## src/hw/rtl/pcpa_pkg.sv

```systemverilog
// Shared constants, types and codes for the per-CPU page allocator.
package pcpa_pkg;

  localparam int CPUS       = 8;
  localparam int CPU_W      = $clog2(CPUS);
  localparam int VIC_W      = CPU_W + 1;
  localparam int PAGES      = 32768;
  localparam int PG_W       = $clog2(PAGES);
  localparam int HEAD_W     = PG_W + 1;
  localparam int PAGE_BYTES = 4096;
  localparam int PAGE_SHIFT = $clog2(PAGE_BYTES);
  localparam int ADDR_W     = 32;
  localparam int PFN_W      = ADDR_W - PAGE_SHIFT;
  localparam int FP_W       = PFN_W + 1;
  localparam int BATCH_W    = 13;
  localparam int DATA_W     = 32;
  localparam int PADDR_W    = 4;
  localparam int REG_IDX_W  = PADDR_W - 2;

  localparam logic [HEAD_W-1:0] NULL_IDX = HEAD_W'(PAGES);

  localparam logic [ADDR_W-1:0]  BASE_RESET  = 32'h8000_0000;
  localparam logic [ADDR_W-1:0]  TOP_RESET   = 32'h8800_0000;
  localparam logic [BATCH_W-1:0] BATCH_RESET = 13'd64;

  localparam logic [REG_IDX_W-1:0] REG_BASE  = 2'd0;
  localparam logic [REG_IDX_W-1:0] REG_TOP   = 2'd1;
  localparam logic [REG_IDX_W-1:0] REG_BATCH = 2'd2;

  typedef enum logic {
    CMD_ALLOC = 1'b0,
    CMD_FREE  = 1'b1
  } cmd_t;

  typedef enum logic [1:0] {
    ST_OK  = 2'd0,
    ST_OOM = 2'd1,
    ST_BAD = 2'd2
  } status_t;

  typedef enum logic [3:0] {
    S_IDLE,
    S_FREE,
    S_PUSH,
    S_ALLOC,
    S_STEAL,
    S_STEAL_MV,
    S_POP_RD,
    S_POP_WR,
    S_RESP
  } state_t;

  typedef struct packed {
    logic [ADDR_W-1:0]  base;
    logic [ADDR_W-1:0]  top;
    logic [BATCH_W-1:0] batch;
  } cfg_t;

endpackage

```

## src/hw/rtl/pcpa_regs.sv

```systemverilog
// APB configuration registers of the page allocator.
module pcpa_regs (
  input  logic                           clk,
  input  logic                           rst,
  input  logic                           psel,
  input  logic                           penable,
  input  logic                           pwrite,
  input  logic [pcpa_pkg::PADDR_W-1:0]   paddr,
  input  logic [pcpa_pkg::DATA_W-1:0]    pwdata,
  output logic [pcpa_pkg::DATA_W-1:0]    prdata,
  output logic                           pready,
  output pcpa_pkg::cfg_t                 cfg
);

  logic                              wr;
  logic [pcpa_pkg::REG_IDX_W-1:0]    idx;

  assign wr     = psel && penable && pwrite;
  assign idx    = paddr[pcpa_pkg::PADDR_W-1:2];
  assign pready = 1'b1;

  always_ff @(posedge clk) begin
    if (rst) begin
      cfg.base  <= pcpa_pkg::BASE_RESET;
      cfg.top   <= pcpa_pkg::TOP_RESET;
      cfg.batch <= pcpa_pkg::BATCH_RESET;
    end else if (wr) begin
      unique case (idx)
        pcpa_pkg::REG_BASE:  cfg.base  <= pwdata;
        pcpa_pkg::REG_TOP:   cfg.top   <= pwdata;
        pcpa_pkg::REG_BATCH: cfg.batch <= pwdata[pcpa_pkg::BATCH_W-1:0];
        default: ;
      endcase
    end
  end

  always_comb begin
    unique case (idx)
      pcpa_pkg::REG_BASE:  prdata = cfg.base;
      pcpa_pkg::REG_TOP:   prdata = cfg.top;
      pcpa_pkg::REG_BATCH: prdata = pcpa_pkg::DATA_W'(cfg.batch);
      default:             prdata = '0;
    endcase
  end

endmodule

```

## config.mk

```make
export PLATFORM = sky130hd
export DESIGN_NAME = pcpa_regs
export DESIGN_NICKNAME = d
export VERILOG_FILES = /design/src/hw/rtl/pcpa_pkg.sv /design/src/hw/rtl/pcpa_regs.sv
export SDC_FILE = /design/constraint.sdc
export NUM_CORES = 1
export LEC_CHECK = 0
export ABC_AREA = 1
export BUFFER_PORTS_ARGS = -buffer_cell sky130_fd_sc_hd__buf_2
export CAP_MARGIN = 20
export CORE_AREA = 2 2 74 104
export DETAILED_ROUTE_END_ITERATION = 7
export DIE_AREA = 0 0 76 106
export MAX_ROUTING_LAYER = met4
export PLACE_DENSITY = 0.82
export SLEW_MARGIN = 10
export SYNTH_ARGS = -nofsm -noshare
export SYNTH_HDL_FRONTEND = slang
export SYNTH_SLANG_ARGS = --single-unit
export TNS_END_PERCENT = 1
```

## constraint.sdc

```tcl
create_clock -name clk -period 2 [get_ports clk]
set_input_delay 0.4 -clock clk [delete_from_list [all_inputs] [get_ports clk]]
set_output_delay 0.4 -clock clk [all_outputs]
set_load 0.005 [all_outputs]
```

After elaboration in Yosys (flattened, before gate mapping)

Cells that the tools add are included.
Widths: inputs -> output; s select.

Register bits: 77
Input bits: 41
Output and inout bits: 110
Logic and storage cells: 12

Equality and inequality tests: 2
Multiplexer cells: 1
Reduce and logical (&&, ||, !) cells: 6

Operator list:

| cell               | count |
|---|---|
| $pmux 32 s3        | 1 |
| $reduce_and 2->1   | 3 |
| $eq 2x1->1 const B | 1 |
| $eq 2x2->1 const B | 1 |
| $logic_and 1x1->1  | 2 |
| $logic_not 2->1    | 1 |

Depth between registers and ports, before layout

Depth in word-level cells: 3
Gate-level depth with buffers: 7

Worst setup path before layout

No wires, ideal clock.

Kind: input to output
Start point: in paddr[3] (netlist name)
End point: out prdata[29] (netlist name)
Arrival: 0.977 ns
Required time: 1.600 ns
Setup slack: 0.623 ns
Stages: 3
Path buffers: 1
Path through: nor2_2 buf_2 a22o_1

Cells in the longest elaborated chain, start to end: 2

RTL lines:

| item                                     | RTL line        | source |
|---|---|---|
| start, declared                          | pcpa_regs.sv:8  | `input logic [pcpa_pkg::PADDR_W-1:0] paddr,` |
| $eq 2x2->1, or another cell as far along | pcpa_regs.sv:38 | `unique case (idx)` |
| $pmux 32 s3 (*)                          | pcpa_regs.sv:38 |  |
| end, declared                            | pcpa_regs.sv:10 | `output logic [pcpa_pkg::DATA_W-1:0] prdata,` |

Mark *: on every way between the ends. The rest lies on a longest branch, timed or not.

Worst setup path in the final report

Start point: in paddr[2] (netlist name)
End point: out prdata[12] (netlist name)

Same word-level chain as after synthesis.

==> impl_results.md <==
- Status: completed
- Final period utilization: 83.85%
- CTS H-Tree Depth: 3
- Routed Antenna Nets: 0
- Synth cell types: 15
- Leak pwr: about 0.0024 uW
- Cell taking the most area after synthesis: dfxtp_1
- Delay-heaviest family, CP: buffers and inverters
- Post_cts resized: 0
- Met3 usage: 3.311%
- Via count: 3836
- Synth warn: 0
- Full die area: just over 8000 sq um
- Detailed-route DRC error count: 0
- Synthesized netlist cell count: 539
- Sequential power share: 53.0%
- Most frequent cells in the layout: buf_2, nor2_1, nand2_1
- CTS Buf Count: 9
- Clock Power Share: a little over a third
- Routability cong.: 0.7997
- Max reg flops: between 70 and 80
- Syn Area/Cell: 6.637 sq um
- Largest register by flop count: cfg
- Setup TNS: 0 ns
- PD cells: 652.1 nW/um^2
- Tightest Hold Check Type: input port to flip-flop
- Slowest CP cell: buf_12
- Mapped Area: 3577 sq um
- Critical path class: input port to output port
- Largest net degree at the start of global routing: 75
- Initial Utilization: 49.85%
- Num Clock Sinks: 77
- Peak supply drop: 0.4198 mV
- Worst-case reg-to-reg path depth: 2
- CTS max path bufs: 2
- Clock tree from TritonCTS: built
- DIE HEIGHT: roughly 110 um
- WP buf/inv: 4
- Vias per inst: 4.943
- Worst path cell trace: buf_2 > inv_2 > nor2_4 > buf_12 > nand2_1 > nand3_1 > buf_2
- Seq/Total Area, Yosys: 43.09%
- Crit path max fanout: 31
- Fin. Hold Viols: 0
- Final wirelength: 9324 um
- Total Power: between 3000 and 4000 uW
- Commonest non-fill, non-tap cell in the layout: buf_2
- First-pass GRT wire length: 15690 um
- CP startpoint kind: input port
- Worst path depth: 7
- Initial antenna violation count: 0
- Gr ovfl total: 0
- Die W: about 76 um
- Clock Skew: 0 ns
- Overall routing resource usage: 24.33%
- # setup viols final: 0
- Top cell type's share of synthesized area: 43.09%
- Final worst-path setup slack: 0.3230 ns
- MaxCap Viol Count: 0
- Area Overhead vs Synth: 28.89%
- Fin. max-slew vios: 0
- Dpl ws: 0.3161 ns
- Endpoint type of the worst setup path: output port
- Req. time, crit path: 1.60 ns
- Number of DRC markers in iteration 0: 236
- Detailed placement HPWL: ~6500 um
- Global Route met1 Usage: ~28%
- Fin crit period: 1.677 ns
- Vias in the first global route: 3581
- Top flop regs: cfg: 77 flops
- Synth area leaders: dfxtp_1, nor2_1, nand2_1, nand3_1, a22o_1
- Hold path cells: 3
- RSZ-0062 raised after global routing: false
- Drt wl/cell: 12.02 um
- Switching Share: 25.62%
- CP most frequent cell: buf_2
- Top Usage Layer GRT: met2
- Ant. Diodes: 0
- Layout cells sized above 1: 27.10%
- NetSw: 770.2 uW
- Cts-stage hold buffer count: 0
- Fmax: 596.3 MHz
- IO Pins: approximately 150
- Post CTS Setup Buffer Count: 0
- PortBufs: 147
- Core outline area: 7176 sq um
- Met2 GRT Util: a little over two fifths
- Post-synth net total: 580
- Clock transition at path regs: roughly 0.070 ns
- WP data arrival: about 1.3 ns
- Seq cells post-synth: 77
- Nets: roughly 700
- P_int: 2236 uW
- DR pass1 iterations: 5
- Clock insertion delay at the later pin of the skew report: 0.34 ns
- Comb pwr share: 12.1%
- FP Rows: 37
- CP max stage delay: roughly 0.20 ns
- Root Buffer: clkbuf_8
==> metal layers <==
layer  wire length [um]  vias to the layer above
met5                  0                        -
met4                272                        0
met3                502                       20
met2               4589                      136
met1               3961                     1725
li1                   -                     1955
==> through the flow <==
step,area [sq um],cells,hold slack (ns),util (%)
after floorplan,3577,539,0.4732,-
after global placement,4439,760,0.4727,61.87
after detailed placement,4439,760,0.4762,61.87
after CTS,4611,776,0.2657,64.25
after global routing,4611,776,0.2915,64.25
final,4611,776,0.2766,64.25
==> path summary, 6_finish.rpt <==
path              start         end  slack, ns
max            paddr[2]  prdata[12]       0.32
min reg2reg     cfg[40]     cfg[40]       0.49
max reg2reg     cfg[76]     cfg[76]       1.38
min          pwdata[27]     cfg[40]       0.28
==> power groups by stage <==
stage	combinational, uW	sequential [uW]	clock [uW]
3_5_place_dp	365	1630	0
5_1_grt	410	1600	1140
6_report	365	1590	1050
4_1_cts	366	1590	1070
2_1_floorplan	213	1630	0
3_3_place_gp	357	1630	0
==> worst register-to-register path: cells and delay by family (launching register included) <==
| kind | cells | cell delay, ns |
|---|---|---|
| and+or+nand+nor | 1 | 0.08 |
| DFF | 1 | 0.34 |
| AOI/OAI and AO/OA | 1 | 0.08 |
==> cell families after synthesis <==
logic type	after synthesis	synth area share, %
flip-flops	77	43.09
other	1	0.1048
AND/OR/NAND/NOR	367	42.39
AO/OA/AOI/OAI	21	4.932
buffers and inverters	73	9.479
==> cell type report <==
type,count,area [sq um]
Fill cell,650,2565
Multi-Input combinational cell,389,1709
Sequential cell,77,1541
Timing Repair Buffer,162,935.9
Clock buffer,15,166.4
Inverter,35,131.4
Tap cell,97,121.4
Clock inverter,1,5.005
==> cells in the mapped netlist, drive strengths merged <==
cell and instances:
conb 1, nand3 91, nand2 123, nor2 153, inv 35, a22o 19
o21ai 2, clkbuf 1, buf 37, dfxtp 77
No activity file was read; power rests on OpenSTA's default activity.
